==> src/rtl/sfm_pkg.sv <==
// Shared types, register codes and a helper function for the substring first-match finder.
package sfm_pkg;

   // Width of the configuration bus and of its byte address.
   localparam int unsigned CSR_DATA_W = 64;
   localparam int unsigned CSR_ADDR_W = 6;

   // Register indexes, taken from csr address bits [5:3].
   typedef enum logic [2:0] {
      REG_PATTERN_LENGTH = 3'd0,
      REG_PATTERN_LOW    = 3'd1,
      REG_PATTERN_HIGH   = 3'd2,
      REG_IGNORE_CASE    = 3'd3,
      REG_START_OFFSET   = 3'd4
   } sfm_reg_type;

   // Current configuration as seen by the datapath.
   typedef struct packed {
      logic [4:0]   pattern_length;
      logic [127:0] pattern_bytes;
      logic         ignore_case;
      logic [31:0]  start_offset;
   } sfm_cfg_type;

   // Outcome of one text, produced on its last word.
   typedef struct packed {
      logic        found;
      logic [31:0] index;
   } sfm_result_type;

   // Folds ASCII upper-case letters to lower case when case is ignored.
   function automatic logic [7:0] fold_byte(input logic [7:0] c, input logic ignore_case);
      logic [7:0] r;
      r = c;
      if (ignore_case && (c >= 8'h41) && (c <= 8'h5A)) begin
         r = c + 8'h20;
      end
      return r;
   endfunction

endpackage

==> src/rtl/sfm_csr.sv <==
// Configuration register file with its bus port.
module sfm_csr (
   input  logic                              clock,
   input  logic                              reset,
   input  logic                              csr_psel,
   input  logic                              csr_penable,
   input  logic                              csr_pwrite,
   input  logic [sfm_pkg::CSR_ADDR_W-1:0]    csr_paddr,
   input  logic [sfm_pkg::CSR_DATA_W-1:0]    csr_pwdata,
   output logic [sfm_pkg::CSR_DATA_W-1:0]    csr_prdata,
   output logic                              csr_pready,
   output sfm_pkg::sfm_cfg_type              cfg
);
   import sfm_pkg::*;

   logic [4:0]  pattern_length_ff;
   logic [63:0] pattern_low_ff;
   logic [63:0] pattern_high_ff;
   logic        ignore_case_ff;
   logic [31:0] start_offset_ff;
   logic        write_en;
   sfm_reg_type reg_index;

   assign csr_pready = 1'b1;
   assign write_en   = csr_psel && csr_penable && csr_pwrite;
   assign reg_index  = sfm_reg_type'(csr_paddr[5:3]);

   // Register writes; addresses past the last register are ignored.
   always_ff @(posedge clock) begin
      if (reset) begin
         pattern_length_ff <= 5'd1;
         pattern_low_ff    <= '0;
         pattern_high_ff   <= '0;
         ignore_case_ff    <= 1'b1;
         start_offset_ff   <= '0;
      end else if (write_en) begin
         case (reg_index)
            REG_PATTERN_LENGTH: pattern_length_ff <= csr_pwdata[4:0];
            REG_PATTERN_LOW:    pattern_low_ff    <= csr_pwdata;
            REG_PATTERN_HIGH:   pattern_high_ff   <= csr_pwdata;
            REG_IGNORE_CASE:    ignore_case_ff    <= csr_pwdata[0];
            REG_START_OFFSET:   start_offset_ff   <= csr_pwdata[31:0];
            default: begin
            end
         endcase
      end
   end

   // Read data decoder.
   always_comb begin
      unique case (reg_index)
         REG_PATTERN_LENGTH: csr_prdata = {59'd0, pattern_length_ff};
         REG_PATTERN_LOW:    csr_prdata = pattern_low_ff;
         REG_PATTERN_HIGH:   csr_prdata = pattern_high_ff;
         REG_IGNORE_CASE:    csr_prdata = {63'd0, ignore_case_ff};
         REG_START_OFFSET:   csr_prdata = {32'd0, start_offset_ff};
         default:            csr_prdata = '0;
      endcase
   end

   assign cfg.pattern_length = pattern_length_ff;
   assign cfg.pattern_bytes  = {pattern_high_ff, pattern_low_ff};
   assign cfg.ignore_case    = ignore_case_ff;
   assign cfg.start_offset   = start_offset_ff;

endmodule

==> src/rtl/sfm_window.sv <==
// Sliding byte window, byte counter and parallel pattern compare.
module sfm_window #(
   parameter int unsigned MAX_PATTERN = 16
) (
   input  logic                    clock,
   input  logic                    reset,
   input  logic                    word_valid,
   input  logic [7:0]              text_byte,
   input  logic                    end_of_text,
   input  sfm_pkg::sfm_cfg_type    cfg,
   output sfm_pkg::sfm_result_type result
);
   import sfm_pkg::*;

   localparam int unsigned IDX_W = (MAX_PATTERN > 1) ? $clog2(MAX_PATTERN) : 1;

   logic [7:0]  window_ff [MAX_PATTERN];
   logic [7:0]  window_in [MAX_PATTERN];
   logic [31:0] count_ff;
   logic [31:0] count_in;
   logic        match_ff;
   logic        match_in;
   logic [31:0] index_ff;
   logic [31:0] index_in;
   logic [4:0]  len_m1;
   logic        count_full;
   logic        enough_bytes;
   logic [MAX_PATTERN-1:0] byte_ok;
   logic        hit_now;
   logic [31:0] index_now;

   // Pattern length minus one, clamped to the supported range.
   always_comb begin
      if (cfg.pattern_length == 5'd0) begin
         len_m1 = 5'd0;
      end else if (cfg.pattern_length > 5'(MAX_PATTERN)) begin
         len_m1 = 5'(MAX_PATTERN - 1);
      end else begin
         len_m1 = cfg.pattern_length - 5'd1;
      end
   end

   // Window after this word: slot 0 holds the newest byte.
   always_comb begin
      window_in[0] = text_byte;
      for (int k = 1; k < MAX_PATTERN; k++) begin
         window_in[k] = window_ff[k-1];
      end
   end

   // Compare each pattern byte with its window slot; unused bytes always agree.
   always_comb begin
      for (int i = 0; i < MAX_PATTERN; i++) begin
         if (5'(i) <= len_m1) begin
            byte_ok[i] = fold_byte(window_in[IDX_W'(len_m1 - 5'(i))], cfg.ignore_case) ==
                         fold_byte(cfg.pattern_bytes[8*i +: 8], cfg.ignore_case);
         end else begin
            byte_ok[i] = 1'b1;
         end
      end
   end

   // The counter holds bytes before this one, so it must reach length minus one.
   assign count_full   = (count_ff == 32'hFFFF_FFFF);
   assign enough_bytes = (count_ff >= 32'(len_m1));
   assign hit_now      = !match_ff && enough_bytes && (&byte_ok);
   assign index_now    = count_full ? (32'hFFFF_FFFF - 32'(len_m1) - 32'd1)
                                    : (count_ff - 32'(len_m1));

   // Next state; the last word of a text clears it for the next one.
   always_comb begin
      count_in = count_full ? count_ff : count_ff + 32'd1;
      match_in = match_ff || hit_now;
      index_in = hit_now ? index_now : index_ff;
      if (end_of_text) begin
         count_in = '0;
         match_in = 1'b0;
         index_in = '0;
      end
   end

   always_ff @(posedge clock) begin
      if (reset) begin
         count_ff <= '0;
         match_ff <= 1'b0;
         index_ff <= '0;
      end else if (word_valid) begin
         count_ff <= count_in;
         match_ff <= match_in;
         index_ff <= index_in;
      end
   end

   // Window contents are never read before they are written for a text.
   always_ff @(posedge clock) begin
      if (word_valid) begin
         for (int k = 0; k < MAX_PATTERN; k++) begin
            window_ff[k] <= window_in[k];
         end
      end
   end

   assign result.found = match_ff || hit_now;
   assign result.index = match_ff ? index_ff : index_now;

endmodule

==> src/rtl/substring_first_match_finder.sv <==
// Top level of the substring first-match finder: config port, compare core, result register.
//
// Streams text one byte per word and reports, on the word marked tlast, whether the
// configured pattern (1 to MAX_PATTERN bytes, exact or ASCII case-insensitive) occurred
// and at which position (start_offset plus the byte index of the first match, 0 when not
// found). The window compare for a byte finishes in the cycle it is accepted, so a word
// can be accepted on every clock while the result register is not stalling. The only stall
// comes from the result register, which holds one result until rsp_tready takes it and
// lets the next word through in the same cycle it drains. Configure only while idle.
module substring_first_match_finder #(
   parameter int unsigned MAX_PATTERN = 16
) (
   input  logic                           clock,
   input  logic                           reset,
   // Text words.
   input  logic                           req_tvalid,
   output logic                           req_tready,
   input  logic [7:0]                     req_tdata,   // [7:0] text_byte
   input  logic                           req_tlast,   // end_of_text
   // Result words.
   output logic                           rsp_tvalid,
   input  logic                           rsp_tready,
   output logic [31:0]                    rsp_tdata,   // [31:0] match_position
   output logic                           rsp_tuser,   // [0] found
   // Configuration port.
   input  logic                           csr_psel,
   input  logic                           csr_penable,
   input  logic                           csr_pwrite,
   input  logic [sfm_pkg::CSR_ADDR_W-1:0] csr_paddr,
   input  logic [sfm_pkg::CSR_DATA_W-1:0] csr_pwdata,
   output logic [sfm_pkg::CSR_DATA_W-1:0] csr_prdata,
   output logic                           csr_pready
);
   import sfm_pkg::*;

   sfm_cfg_type    cfg;
   sfm_result_type result;
   logic           req_accept;
   logic           rsp_valid_ff;
   logic           rsp_valid_in;
   logic           found_ff;
   logic [31:0]    index_ff;

   sfm_csr u_csr (
      .clock       (clock),
      .reset       (reset),
      .csr_psel    (csr_psel),
      .csr_penable (csr_penable),
      .csr_pwrite  (csr_pwrite),
      .csr_paddr   (csr_paddr),
      .csr_pwdata  (csr_pwdata),
      .csr_prdata  (csr_prdata),
      .csr_pready  (csr_pready),
      .cfg         (cfg)
   );

   sfm_window #(
      .MAX_PATTERN (MAX_PATTERN)
   ) u_window (
      .clock       (clock),
      .reset       (reset),
      .word_valid  (req_accept),
      .text_byte   (req_tdata),
      .end_of_text (req_tlast),
      .cfg         (cfg),
      .result      (result)
   );

   // Accept while the result register is empty or being drained.
   assign req_tready = !rsp_valid_ff || rsp_tready;
   assign req_accept = req_tvalid && req_tready;

   // Result register valid flag.
   always_comb begin
      rsp_valid_in = rsp_valid_ff && !rsp_tready;
      if (req_accept && req_tlast) begin
         rsp_valid_in = 1'b1;
      end
   end

   always_ff @(posedge clock) begin
      if (reset) begin
         rsp_valid_ff <= 1'b0;
      end else begin
         rsp_valid_ff <= rsp_valid_in;
      end
   end

   // Result payload, loaded on the last word of a text.
   always_ff @(posedge clock) begin
      if (req_accept && req_tlast) begin
         found_ff <= result.found;
         index_ff <= result.index;
      end
   end

   // User holds the start offset while a result waits (unenforced); position formed here.
   assign rsp_tvalid = rsp_valid_ff;
   assign rsp_tuser  = found_ff;
   assign rsp_tdata  = found_ff ? (cfg.start_offset + index_ff) : 32'd0;

endmodule
==> config.mk <==
export PLATFORM = sky130hd
export DESIGN_NAME = substring_first_match_finder
export DESIGN_NICKNAME = d
export VERILOG_FILES = /design/src/rtl/sfm_pkg.sv /design/src/rtl/sfm_csr.sv /design/src/rtl/sfm_window.sv /design/src/rtl/substring_first_match_finder.sv
export SDC_FILE = /design/constraint.sdc
export NUM_CORES = 1
export LEC_CHECK = 0
export BUFFER_PORTS_ARGS = -buffer_cell sky130_fd_sc_hd__buf_2
export CORE_MARGIN = 8
export CORE_UTILIZATION = 32
export CTS_BUF_LIST = sky130_fd_sc_hd__clkbuf_8
export DETAILED_ROUTE_END_ITERATION = 7
export PLACE_DENSITY_LB_ADDON = 0.05
export SYNTH_ARGS = -nofsm -noshare
export SYNTH_HDL_FRONTEND = slang
export SYNTH_SLANG_ARGS = --single-unit
==> constraint.sdc <==
create_clock -name clock -period 9.3 [get_ports clock]
set_input_delay 0.465 -clock clock [delete_from_list [all_inputs] [get_ports clock]]
set_output_delay 0.465 -clock clock [all_outputs]
set_load 0.03 [all_outputs]
* After elaboration in Yosys (flattened, before gate mapping)
Memories as Yosys holds them, arrays and structs flattened.
Index checks and enable logic that the tools add are counted.
** Operators by class
- Add/subtract/negate cells :: 53
- $lt $le $gt $ge :: 98
- Equal/unequal tests :: 22
- Muxes and demuxes :: 142
- Bitwise gates (word level) :: 16
- Reductions and logical operators :: 87
** Operators by type and width (count)
- $mux W8 :: 96
- $bmux W8 S4 :: 16
- $pmux W64 S5 :: 1
- $add A8 B6 Y8 const B :: 32
- $ge A8 B7 Y1 const B :: 32
- $le A8 B7 Y1 const B :: 32
- $mux W32 :: 7
- $eq A8 B8 Y1 :: 16
- $ge A5 B5 Y1 const B :: 16
- $not A4 Y5 :: 16
- $logic_and A1 B1 Y1 :: 71
- $le A4 B5 Y1 const A :: 8
- $add A32 B1 Y32 const B :: 1
- $add A32 B32 Y32 :: 1
- $eq A32 B32 Y1 const B :: 1
- $ge A32 B5 Y1 :: 1
- $sub A32 B1 Y32 const B :: 1
- $sub A32 B5 Y32 :: 1
- $sub A4 B4 Y4 const B :: 8
- $le A3 B5 Y1 const A :: 4
- $mux W1 :: 20
- $reduce_and A16 Y1 :: 1
- $sub A4 B3 Y4 const B :: 4
- $reduce_and A2 Y1 :: 7
- other kinds (17) :: 25
** Storage, ports and cells
- Register bits :: 265
- RAM bits :: 128
- Bits of input ports :: 86
- Word-level logic and storage cells :: 430
- Memories kept :: 1
** Memory list
- u_window.window_ff :: words 16, width 8, rd ports 15, clocked after Yosys merged registers in 0, write ports 16, line sfm_window.sv:17 : logic [7:0] window_ff [MAX_PATTERN];

* Longest topological paths before layout
Gate-level depths: netlist (run 1).
- Depth in word-level cells :: 19
- Depth in mapped cells :: 34
- Mapped depth without buffers :: 23

* By module
Synthesis (run 1) repeated with hierarchy kept, for this count alone.
** Unflattened totals
- Cell total of the unflattened synthesis :: 3283
- Area, all modules :: 31029.8 µm²
** By module, submodules not included
- sfm_window :: times used 1, cells an instance 2165, area each 20273.2 µm², sequential area each 4904.7 µm²
- sfm_csr :: times used 1, cells an instance 781, area each 7771.2 µm², sequential area each 3323.2 µm²
- substring_first_match_finder :: times used 1, cells an instance 337, area each 2985.4 µm², sequential area each 1011.0 µm²

* Worst setup path before layout (run 1)
Ideal clock, no wire load.
- Path type :: register to register
- From :: reg u_csr.pattern_length_ff[0]
- To :: reg u_window.index_ff[10]
- Library setup time :: 0.072 ns
- Arrival :: 7.580 ns
- Required time :: 9.228 ns
- Path slack :: 1.648 ns
- Stages on the path, launching flop included :: 30
- Buffers on the path :: 11
- Clock period less this slack :: 7.652 ns
- Cell sequence :: dfxtp_1 -> clkbuf_1 -> inv_1 -> ha_1 -> nand2b_1 -> a21boi_2 -> buf_6 -> buf_2 -> buf_2 -> buf_1 -> buf_2 -> buf_2 -> ha_1 -> buf_1 -> a41oi_1 -> or3_1 -> clkbuf_1 -> nand2_1 -> buf_2 -> mux4_2 -> ha_1 -> xnor3_1 -> or2_2 -> mux2i_1 -> a41oi_1 -> nor4_1 -> nand4_1 -> nor4_4 -> buf_6 -> mux2i_1
** Between the ends
- Longest elaborated chain between the ends :: 19
** RTL lines
- start: declaration :: line sfm_csr.sv:16 : logic [4:0] pattern_length_ff;
- start signal: assignment :: line sfm_csr.sv:38 : REG_PATTERN_LENGTH: pattern_length_ff <= csr_pwdata[4:0];
- $sub A5 B1 Y5 / $gt A5 B5 Y1 (equally long branches) :: line sfm_window.sv:39, sfm_window.sv:36
- $mux W5 :: line sfm_window.sv:36 : end else if (cfg.pattern_length > 5'(MAX_PATTERN)) begin
- $mux W5 (*) :: line sfm_window.sv:34 : if (cfg.pattern_length == 5'd0) begin
- $sub A4 B1 Y4 (tied with other cells) :: line sfm_window.sv:55 : byte_ok[i] = fold_byte(window_in[IDX_W'(len_m1 - 5'(i))], cfg.ignore_case) ==
- $not A4 Y5 (implied by the code) :: line sfm_window.sv:55
- $bmux W8 S4 :: line sfm_window.sv:55
- $mux W8 (implied by the code) (2 in series) :: line sfm_window.sv:55
- $ge A8 B7 Y1 :: line sfm_pkg.sv:35 : if (ignore_case && (c >= 8'h41) && (c <= 8'h5A)) begin
- $logic_and A1 B1 Y1 (2 in series) :: line sfm_pkg.sv:35
- $mux W8 :: line sfm_pkg.sv:35
- $mux W8 :: line sfm_window.sv:54 : if (5'(i) <= len_m1) begin
- $eq A8 B8 Y1 :: line sfm_window.sv:55
- $mux W1 :: line sfm_window.sv:54
- $reduce_and A16 Y1 :: line sfm_window.sv:66 : assign hit_now = !match_ff && enough_bytes && (&byte_ok);
- $logic_and A1 B1 Y1 :: line sfm_window.sv:66
- $reduce_bool A2 Y1 (no source line)
- $reduce_and A2 Y1 (no source line)
- end signal: assignment :: line sfm_window.sv:90 : index_ff <= index_in;
- end: declaration :: line sfm_window.sv:23 : logic [31:0] index_ff;
Every way passes the cells marked *; elsewhere a longest branch is shown, timed or not. The select of a mux whose other input is x is not followed.
A chain may end at the register's enable or synchronous reset.

* Final worst setup path (run 1)
- From :: reg u_csr.pattern_length_ff[1]
- To :: reg u_window.index_ff[17]
The elaborated chain is that of the path after synthesis.

==> results of run 1 <==
==> worst max-delay path, stage by stage, from the launching register on <==
cell and delay [ns]:
dfxtp_1 0.44, inv_1 0.09, ha_1 0.35, nor2b_1 0.25, o21a_1 0.39, nor2_4 0.36
ha_1 0.26, inv_1 0.08, o41ai_1 0.86, nand3_1 0.52, nand2_1 0.77, buf_4 0.31
mux2i_1 0.20, mux2i_1 0.10, o22ai_1 0.22, a31o_2 0.22, inv_1 0.06, ha_1 0.26
nand3b_1 0.15, o21bai_1 0.17, xnor2_1 0.14, a31oi_1 0.10, or4_4 0.59, nor4_4 0.34
buf_12 0.29, mux2i_1 0.23
==> metal layers <==
layer	vias up	GRT usage	wire (um)	share of wire
met3	195	0.0482	9460	0.065
met5	-	0	0	0
met2	1073	0.398	65300	0.45
met1	15000	0.349	66200	0.45
met4	0	0.0875	5500	0.038
li1	14200	-	-	-
==> worst min-delay path by stage <==
| stage | start | to | cells after the start |
|---|---|---|---|
| floorplan | u_window.index_ff[10] | u_window.index_ff[10] | 2 |
| global placement | u_window.index_ff[25] | u_window.index_ff[25] | 2 |
| detailed placement | u_window.index_ff[2] | u_window.index_ff[2] | 2 |
| CTS | csr_pwdata[1] | u_csr.pattern_high_ff[1] | 3 |
| global route | req_tdata[1] | u_window.window_ff[0][1] | 1 |
| finish | csr_pwdata[4] | u_csr.start_offset_ff[4] | 3 |
==> sequential cells by signal, indices dropped and copies added, names as in the netlist <==
| name | flops |
|---|---|
| rsp_tuser | 1 |
| u_window.count_ff | 32 |
| u_window.match_ff | 1 |
| u_window.index_ff | 32 |
| u_csr.start_offset_ff | 32 |
| u_csr.pattern_length_ff | 5 |
| u_csr.pattern_high_ff | 64 |
| rsp_tvalid | 1 |
| u_window.window_ff | 120 |
| u_csr.pattern_low_ff | 64 |
| index_ff | 32 |
| u_csr.ignore_case_ff | 1 |
==> final cells by class <==
class | count | area, um2 | share of cell area
Inverter | 74 | 288 | 0.00794
Timing Repair Buffer | 319 | 2160 | 0.0595
Sequential cell | 385 | 9240 | 0.255
Multi-Input combinational cell | 3028 | 21300 | 0.588
Clock buffer | 91 | 1250 | 0.0345
Antenna cell | 5 | 12.5 | 0.000345
Tap cell | 1287 | 1610 | 0.0444
Clock inverter | 61 | 373 | 0.0103
==> through the flow <==
| stage | total power, mW | instances | utilization | area [um2] |
|---|---|---|---|---|
| 2_1_floorplan | 2.63 | 3734 | - | 31800 |
| 3_3_place_gp | 3.05 | 5029 | 0.345 | 34000 |
| 3_5_place_dp | 3.05 | 5029 | 0.345 | 34000 |
| 4_1_cts | 4.97 | 5245 | 0.368 | 36200 |
| 5_1_grt | 5.14 | 5247 | 0.368 | 36300 |
| 6_report | 4.92 | 5250 | 0.368 | 36300 |
==> cell usage in the layout, fill, tap and decap left out, types with 34 or more instances in the layout <==
cell type / instances
a21o_1: 48
a21oi_1: 286
a22o_1: 40
a22oi_1: 52
a31oi_1: 45
and3_1: 34
buf_2: 180
buf_4: 70
clkbuf_8: 91
dfxtp_1: 232
dlygate4sd3_1: 64
edfxtp_1: 153
ha_1: 82
inv_1: 100
mux2_2: 96
mux2i_1: 357
mux4_2: 67
nand2_1: 688
nand3_1: 105
nand4_1: 43
nor2_1: 159
nor3_1: 62
o21ai_0: 126
or3_1: 40
xnor2_1: 97
xor2_1: 112
==> power by group through the flow <==
stage | Sequential [mW] | Clock (mW) | Combinational (mW)
final | 1.90 | 1.86 | 1.15
after global routing | 1.91 | 2.01 | 1.23
after CTS | 1.90 | 1.93 | 1.14
after detailed placement | 1.93 | 0 | 1.11
after global placement | 1.94 | 0 | 1.12
after floorplan | 1.90 | 0 | 0.734
==> logic make-up after synthesis <==
| logic type | after synthesis | synth area share |
|---|---|---|
| xor+xnor | 214 | 0.0609 |
| mux | 523 | 0.196 |
| flops | 385 | 0.290 |
| compound gates | 877 | 0.182 |
| fa+ha+maj | 84 | 0.0332 |
| other cells | 1 | 0.000118 |
| buf+inv | 321 | 0.0440 |
| simple gates | 1329 | 0.194 |
==> flow_metrics.tcl, run 1 <==
set metrics [dict create \
    status "finished clean" \
    start_util 0.323 \
    ys_seq_elements 385 \
    grt_overflow 0 \
    ys.warnings.count 0 \
    final_nets 4058 \
    grt_max_degree 127 \
    finalCriticalPeriod_ns 7.90 \
    power.leakage_nw 14.8 \
    ant_nets 0 \
    areaGrowthSynthToFinish_pct 13.9 \
    port_buffers 181 \
    max_freq_mhz 127 \
    path_max_fanout 33 \
    synth_area_leader_cell "dfxtp_1" \
    io_pins 186 \
    via_per_inst 5.80 \
    syn_inst 3734 \
    nFillCells 10300 \
    numCtsBuffers 81 \
    dieArea_um2 110000 \
    cts_resized 0 \
    post_synth.cell_area_avg_um2 8.53 \
    ff2ff_path_depth 25 \
    hpwl_mm 111 \
    power.density_nw_per_um2 136 \
    timing.hold.ws_ns 0.0633 \
    cts_tree "done" \
    startpoint "u_csr.pattern_length_ff[1]" \
    setup_slack_ns 1.40 \
    drv_cap 0 \
    antenna_found_initial 3 \
    p_clk_frac 0.379 \
    synthFlopType "dfxtp_1" \
    finalSetupTns_ns 0 \
    die_w_um 331 \
    yosysSeqAreaShare 0.290 \
    rsz0062_at_grt "false" \
    p_sw_mw 1.68 \
    internal_power_mw 3.23 \
    ir_worst_vdd_mv 0.123 \
    required_ns 9.94 \
    cts_max_level 3 \
    clk_pin_slew_ns 0.06 \
    layout-drive-gt1-share 0.152 \
    fin_skew_ns 0.0766 \
    gp_congestion 0.972 \
    arrival_ns 8.54 \
    synthDistinctLibCells 108 \
    path_class "flip-flop to flip-flop" \
    setup_viol 0 \
    hold_violations 0 \
    grt_pass1_vias 28900 \
    wire_per_inst_um 27.9 \
    totalWireLength_mm 146 \
    syn_area_um2 31800 \
    relSlewSlack 0.156 \
    grt_pass1_wl_mm 212 \
    p_comb_frac 0.234 \
    vias 30500 \
    first_iter_violations 2947 \
    synth_common_cells "nand2_1 (691), mux2i_1 (358), a21oi_1 (287)" \
    drc_errors 0 \
    rrSetupSlack_ns 1.40 \
    hold_path.class "input port to flip-flop" \
    root_buffer "clkbuf_8" \
    worst_pin_slew_ns 1.27 \
    p_seq_frac 0.387 \
    cts.sinks 385 \
    r2r_start "u_csr.pattern_length_ff[1]" \
    yosysMostFrequentCell "nand2_1" \
    rows 115 \
    post-cts-setup-buffers 0 \
    p_sw_frac 0.342 \
    synthTopCellsByArea "dfxtp_1 (15%), edfxtp_1 (14%), mux2i_1 (11%)" \
    core_region_area_um2 98600 \
    start_kind "flip-flop" \
    cp-end-kind "flip-flop" \
    r2r_end "u_window.index_ff[17]" \
    clock_path_buffers 3 \
    grt_use_total 0.254 \
    syn-num-nets 3903 \
    synth_edf_count 153 \
    postSynth.asyncResetShare 0 \
    cts_hold_buf 64 \
    period_share 0.850 \
    drv_slew 0 \
    clock_latency_ns 0.76 \
    post-synth-top-area-fraction 0.146 \
    dp_slack_ns 1.59 \
    die_y_um 331 \
    critPathCapture "u_window.index_ff[17]" \
    dr.pass1.iters 5 \
]
No activity file was read; power rests on OpenSTA's default activity.
==> run 2, diff against run 1 <==
- clock period: 9.3 -> 8.13 ns (I/O delays scaled with it)
==> run 2 against run 1 <==
Against the previous run: final cell count is 0.63% higher; sequential share of layout area is 0.26 points lower; core utilization is 0.38 points higher; largest cell class unchanged; clock power is 16% higher; power is 15% higher; clock-buffer cell count is 2 higher; combinational power is 17% higher; final area is 1.0% higher; first-iteration DRC count is 0.48% higher; non-clock buffer count is 39 higher; global-route usage is 0.053 points lower.
==> flow_metrics.tcl, run 2 (synthesized netlist as in run 1, its figures left out) <==
set metrics [dict create \
    p_sw_mw 1.91 \
    multi_input_area_um2 21300 \
    status "finished clean" \
    cp_slowest_cell "dfxtp_1" \
    io_pins 186 \
    internal_power_mw 3.76 \
    setup_viol 0 \
    p_clk_frac 0.379 \
    clock_path_buffers 3 \
    dieArea_um2 110000 \
    grt_use_total 0.254 \
    p_comb_frac 0.237 \
    rrSetupSlack_ns 0.58 \
    layout_commonest_cell "nand2_1" \
    p_sw_frac 0.337 \
    layout_common_cells "nand2_1 (688), mux2i_1 (357), a21oi_1 (286)" \
    first_iter_violations 2961 \
    hold_violations 0 \
    relSlewSlack 0.255 \
    vias 30600 \
    path_max_fanout 33 \
    rsz0062_at_grt "false" \
    die_w_um 331 \
    cts.sinks 385 \
    drv_slew 0 \
    largest_reg_flops 120 \
    grt_max_degree 99 \
    grt_pass1_wl_mm 212 \
    wire_per_inst_um 27.7 \
    die_y_um 331 \
    gp_congestion 0.987 \
    arrival_ns 8.18 \
    crit_top_cell "ha_1" \
    place_inst 5060 \
    numCtsBuffers 79 \
    final_nets 4095 \
    reg_top3 "u_window.window_ff: 120 flops, u_csr.pattern_high_ff: 64 flops, u_csr.pattern_low_ff: 64 flops" \
    power.density_nw_per_um2 155 \
    layout-drive-gt1-share 0.159 \
    clk_pin_slew_ns 0.06 \
    top_register "u_window.window_ff" \
    worst_pin_slew_ns 1.11 \
    totalWireLength_mm 146 \
    required_ns 8.77 \
    start_kind "flip-flop" \
    finalSetupTns_ns 0 \
    cts_tree "done" \
    r2r_start "u_csr.pattern_length_ff[0]" \
    ant_nets 0 \
    port_buffers 181 \
    hold_start "req_tdata[2]" \
    core_region_area_um2 98600 \
    antenna_found_initial 6 \
    period_share 0.928 \
    path_class "flip-flop to flip-flop" \
    p_seq_frac 0.384 \
    r2r_end "u_window.index_ff[11]" \
    drc_errors 0 \
    dr.pass1.iters 5 \
    layout.cells.non_filler 5283 \
    setup_slack_ns 0.585 \
    hpwl_mm 112 \
    finalCriticalPeriod_ns 7.55 \
    fin_skew_ns 0.0485 \
    max_freq_mhz 133 \
    hold_path.class "input port to flip-flop" \
    start_util 0.323 \
    ff2ff_path_depth 21 \
    dp_slack_ns 0.705 \
    root_buffer "clkbuf_8" \
    rows 115 \
    nFillCells 10200 \
    slowest_delay_ns 0.75 \
    clock_latency_ns 0.75 \
    seq_area_um2 9240 \
    hold_path_depth 1 \
    power.leakage_nw 15.0 \
    grt_overflow 0 \
    areaGrowthSynthToFinish_pct 15.1 \
    grt_pass1_vias 29100 \
    path_cells "inv_1, ha_1, nand2b_1, o21a_1, nor2_4, inv_2, ha_1, a41oi_1, or3_1, nand2_1, mux4_2, ha_1, xnor3_1, or2_2, mux2i_1, a41oi_1, nor4_1, nand4_1, nor4_4, buf_12, mux2i_1" \
    cts_max_level 3 \
    holdPathEnd "u_window.window_ff[0][2]" \
    cp-end-kind "flip-flop" \
    via_per_inst 5.79 \
    drv_cap 0 \
    ir_worst_vdd_mv 0.0976 \
]
## run 2: cell types whose count changed in the layout (fill, tap and decap cells not counted), sizes merged, moves of 2 or more
| cell | delta |
|---|---|
| buf | +31 |
| clkbuf | +2 |
| diode | +2 |
| inv | -7 |
| dlygate4sd3 | +8 |
| clkinvlp | -4 |
## run 2: worst max path at each step
stage,from,endpoint,slack [ns],cells after the start
floorplan,u_csr.pattern_length_ff[0],u_window.index_ff[10],0.48,29
global placement,u_csr.pattern_length_ff[0],u_window.index_ff[22],0.81,21
detailed placement,u_csr.pattern_length_ff[0],u_window.index_ff[3],0.70,21
CTS,u_csr.pattern_length_ff[0],u_window.index_ff[11],0.68,21
global route,u_csr.pattern_length_ff[0],u_window.index_ff[19],0.17,23
finish,u_csr.pattern_length_ff[0],u_window.index_ff[11],0.58,21
## run 2: area by class of cell
class	instances	area share
clock inverter	51	0.00977
sequential	385	0.252
multi-input combinational	3028	0.582
timing repair buffer	358	0.0688
tap	1287	0.0440
inverter	74	0.00785
antenna	7	0.000478
clock buffer	93	0.0349
## run 2: layer usage
| metal | part of all wire | wire [um] | track usage |
|---|---|---|---|
| met3 | 0.061 | 8900 | 0.0413 |
| met1 | 0.46 | 66600 | 0.353 |
| met2 | 0.45 | 65500 | 0.398 |
| met4 | 0.036 | 5310 | 0.0847 |
| met5 | 0.00016 | 24 | 0 |
## run 2: repair_timing
action,CTS,global route
endpoints found under the hold margin,170,0
setup buffers,0,0
hold buffers,72,0
resized for setup,0,0
## run 2: through the flow
stage	hold slack [ns]	total power, mW	utilization	area, um2
2_1_floorplan	0.432	3.01	-	31800
3_3_place_gp	0.439	3.51	0.348	34300
3_5_place_dp	0.444	3.51	0.348	34300
4_1_cts	0.00587	5.73	0.372	36600
5_1_grt	0.0118	5.91	0.372	36600
6_report	0.0638	5.67	0.372	36600
## run 2: worst max-delay path, delay by kind of cell (launching register included)
family	cells	cell delay (ns)
multiplexers	3	1.02
adder cells (fa/ha/maj)	3	1.11
AND/OR/NAND/NOR	8	2.64
flip-flops	1	0.75
XOR/XNOR	1	0.34
AO/OA/AOI/OAI	3	0.92
buffers and inverters	3	0.64
## run 2: power by group through the flow
stage                     sequential, mW  combinational [mW]  clock [mW]
after floorplan                     2.17               0.840           0
after global placement              2.21                1.30           0
after detailed placement            2.21                1.29           0
after CTS                           2.17                1.33        2.23
after global routing                2.18                1.42        2.30
final                               2.18                1.34        2.15
